**src/hw/rtl/scc_ram.sv**
```systemverilog
// ----------------------------------------------------------------------------
// scc_ram
// Simple dual-port RAM: one write port, one read port, registered read data.
// ----------------------------------------------------------------------------
module scc_ram #(
  parameter int WIDTH = 8,
  parameter int DEPTH = 64
) (
  input  logic                                   clk,
  input  logic                                   we,
  input  logic [(DEPTH > 1 ? $clog2(DEPTH) : 1)-1:0] waddr,
  input  logic [WIDTH-1:0]                       wdata,
  input  logic [(DEPTH > 1 ? $clog2(DEPTH) : 1)-1:0] raddr,
  output logic [WIDTH-1:0]                       rdata
);

  logic [WIDTH-1:0] mem [DEPTH];

  always_ff @(posedge clk) begin
    if (we) begin
      mem[waddr] <= wdata;
    end
    rdata <= mem[raddr];
  end

endmodule

```
**config.mk**
```make
export PLATFORM = sky130hd
export DESIGN_NAME = scc_ram
export DESIGN_NICKNAME = d
export VERILOG_FILES = /design/src/hw/rtl/scc_ram.sv
export SDC_FILE = /design/constraint.sdc
export NUM_CORES = 1
export LEC_CHECK = 0
export BUFFER_PORTS_ARGS = -buffer_cell sky130_fd_sc_hd__buf_2
export CORE_MARGIN = 5
export CORE_UTILIZATION = 24
export DETAILED_ROUTE_END_ITERATION = 6
export GPL_ROUTABILITY_DRIVEN = 0
export SLEW_MARGIN = 20
export SYNTH_ARGS = -nofsm -noshare
export SYNTH_HDL_FRONTEND = slang
export SYNTH_SLANG_ARGS = --single-unit
```
**constraint.sdc**
```tcl
create_clock -name clk -period 2.1 [get_ports clk]
set_input_delay 0.42 -clock clk [delete_from_list [all_inputs] [get_ports clk]]
set_output_delay 0.42 -clock clk [all_outputs]
set_load 0.05 [all_outputs]
```
==> out/metrics.yaml <==
layout:
  area_growth_pct: 21.1
  seq_area_um2: 15500
  instances_no_fill: 2257
  fill_cells: 8159
  nets: 1157
  multiInputGateArea_um2: 4320
  drive_above_1_share: 0.346
route:
  vias_per_cell: 4.38
  drtIter0Drc: 982
  dr.pass1.iters: 5
  drc: 0
  antenna_left: 0
  wl_um: 47100
  post_drt_wl_per_cell_um: 20.9
  vias: 9887
grt:
  antenna_found_initial: 3
  grt_pass1_wl_um: 70200
  grt.busiest_layer: "met2"
  grt_usage: 0.104
  grt_use_met2: 0.163
  met1_usage: 0.147
  grt_max_degree: 65
  grt_util_met3: 0.0252
  grt_overflow: 0
  first_global_vias: 10400
floorplanning:
  rows: 106
  start_util: 0.241
  die_x_um: 300
  core_um2: 83600
  fp.dieArea_um2: 89900
  pin_count: 30
  die_h_um: 300
yosys:
  ys_top_cells_by_count: "512 x edfxtp_1, 126 x mux4_2, 83 x nor2_1"
  ys_types: 40
  async_reset_ff_frac: 0
  synth_top_cell_by_area: "edfxtp_1"
  synth_warnings: 0
  syn_area_um2: 20200
  synth_most_common_cell: "edfxtp_1"
  ys_top_cells_by_area: "edfxtp_1 76%, mux4_2 14%, nor2_1 1.5%, mux2i_1 1.1%, dfxtp_1 0.79%"
  syn-instance-count: 940
  synth_edf_count: 512
  synth.top_cell.area_share: 0.762
  ys_seq_elements: 520
  synth_ff_type: "edfxtp_1"
  ys_seq_area_frac: 0.770
  synth_fp_nets: 962
  syn_avg_cell_area_um2: 21.5
sta:
  setup_ws_ns: 0.105
  tightest_slew_ns: 0.798
  finalHoldViolations: 0
  drv_slew: 0
  rsz0062_at_grt: "false"
  setup_violations: 0
  fin_crit_sh: 0.950
  slew_headroom: 0.468
  fin_skew_ns: 0.0127
  timing.final.crit_period_ns: 2.00
  max_freq_mhz: 501
clock_tree:
  cts_root_buffer: "clkbuf_16"
  ctsHoldBuffers: 0
  cts_made_buffers: 52
  post_cts_buffers: 0
  cts_max_path_buffers: 3
  cts_tree: "built"
  cts.clk_slew.worst_paths_ns: 0.07
  clkLatencyLatePin_ns: 0.60
  cts_resized: 0
  cts.sinks: 520
  ctsHtreeMaxLevel: 2
setup_path:
  cp-end-kind: "register"
  critPathTopFamily: "multiplexers"
  cp_slowest_cell: "mux4_2"
  cpPeakStageDelay_ns: 0.48
  cp.arrival_ns: 2.46
  critPathMaxFanout: 1
  critical_path_class: "register to register"
  required_ns: 2.57
  start_kind: "register"
  cp_num_buf_inv: 1
  crit_path_cell_trace: "mux4_2, mux2_2, o221a_2, nor3_1, buf_4, o32ai_1"
pwr:
  power_density_nw_per_um2: 890
  max-vdd-ir-drop_mv: 0.523
  leakage_nw: 7.76
place:
  dp.cells: 2161
  port-buffer-count: 29
  post-dp-hpwl_um: 30800
  dp_slack_ns: -0.407
run:
  maxCapViolCount: 0
status:
  outcome: "finished clean"
min_path:
  hp-class: "input port to register"
-- sequential cells by signal (all words and copies together) (netlist names) --
name / count
mem: 512
rdata: 8
-- cell type report --
class | instances | area share
Clock buffer | 65 | 0.0566
Sequential cell | 520 | 0.636
Timing Repair Buffer | 192 | 0.0648
Antenna cell | 2 | 0.000205
Multi-Input combinational cell | 369 | 0.177
Tap cell | 1080 | 0.0553
Clock inverter | 29 | 0.00999
-- routing by layer --
metal	part of all wire	vias to the layer above
met5	0	-
met4	0.018	0
met3	0.075	64
met2	0.46	287
met1	0.45	5213
li1	-	4323
-- report_power, final --
group          internal, mW  switching (mW)
Clock                  5.13            3.80
Sequential             11.5          0.0459
Combinational         0.523           0.751
Total                  17.1            4.59
-- through the flow --
stage	TNS [ns]	cell area [um^2]	hold slack [ns]	utilization	total power, mW
2_1_floorplan	0	20200	0.519	-	12.4
3_3_place_gp	-2.45	22800	0.868	0.273	13.0
3_5_place_dp	-2.54	22800	0.877	0.273	13.0
4_1_cts	0	24400	0.241	0.292	22.0
5_1_grt	0	24400	0.264	0.292	22.5
6_report	0	24400	0.275	0.292	21.7
-- cell usage in the layout, fill, tap and decap left out, types with 4 or more instances in the layout --
cell	count
edfxtp_1	512
buf_4	149
mux4_2	126
nor2_1	83
clkbuf_16	53
buf_2	26
mux2i_1	23
nand2_1	19
buf_12	16
nor2b_1	14
mux2_2	13
nand3_1	13
clkbuf_1	11
clkinv_2	11
clkinv_1	10
o221ai_1	8
o22ai_1	8
dfxtp_1	8
nand2b_1	7
nor3_1	6
a221oi_1	6
a211oi_1	4
bufinv_16	4
-- cells by family after synthesis --
family,Yosys count,synth area share
simple gates,153,0.0339
flops,520,0.770
compound gates,54,0.0207
buf+inv,51,0.0157
mux,162,0.159
-- path summary, 6_finish.rpt --
check             cells past startpoint                 start                   end  slack (ns)
setup / recovery                      6  mem[28][4]$_DFFE_PP_      rdata[4]$_DFF_P_        0.10
hold / removal                        1              wdata[7]  mem[43][7]$_DFFE_PP_        0.28
setup reg to reg                      6  mem[28][4]$_DFFE_PP_      rdata[4]$_DFF_P_        0.10
hold reg to reg                       3  mem[31][4]$_DFFE_PP_      rdata[4]$_DFF_P_        0.90
(Power assumes the default switching activity.)
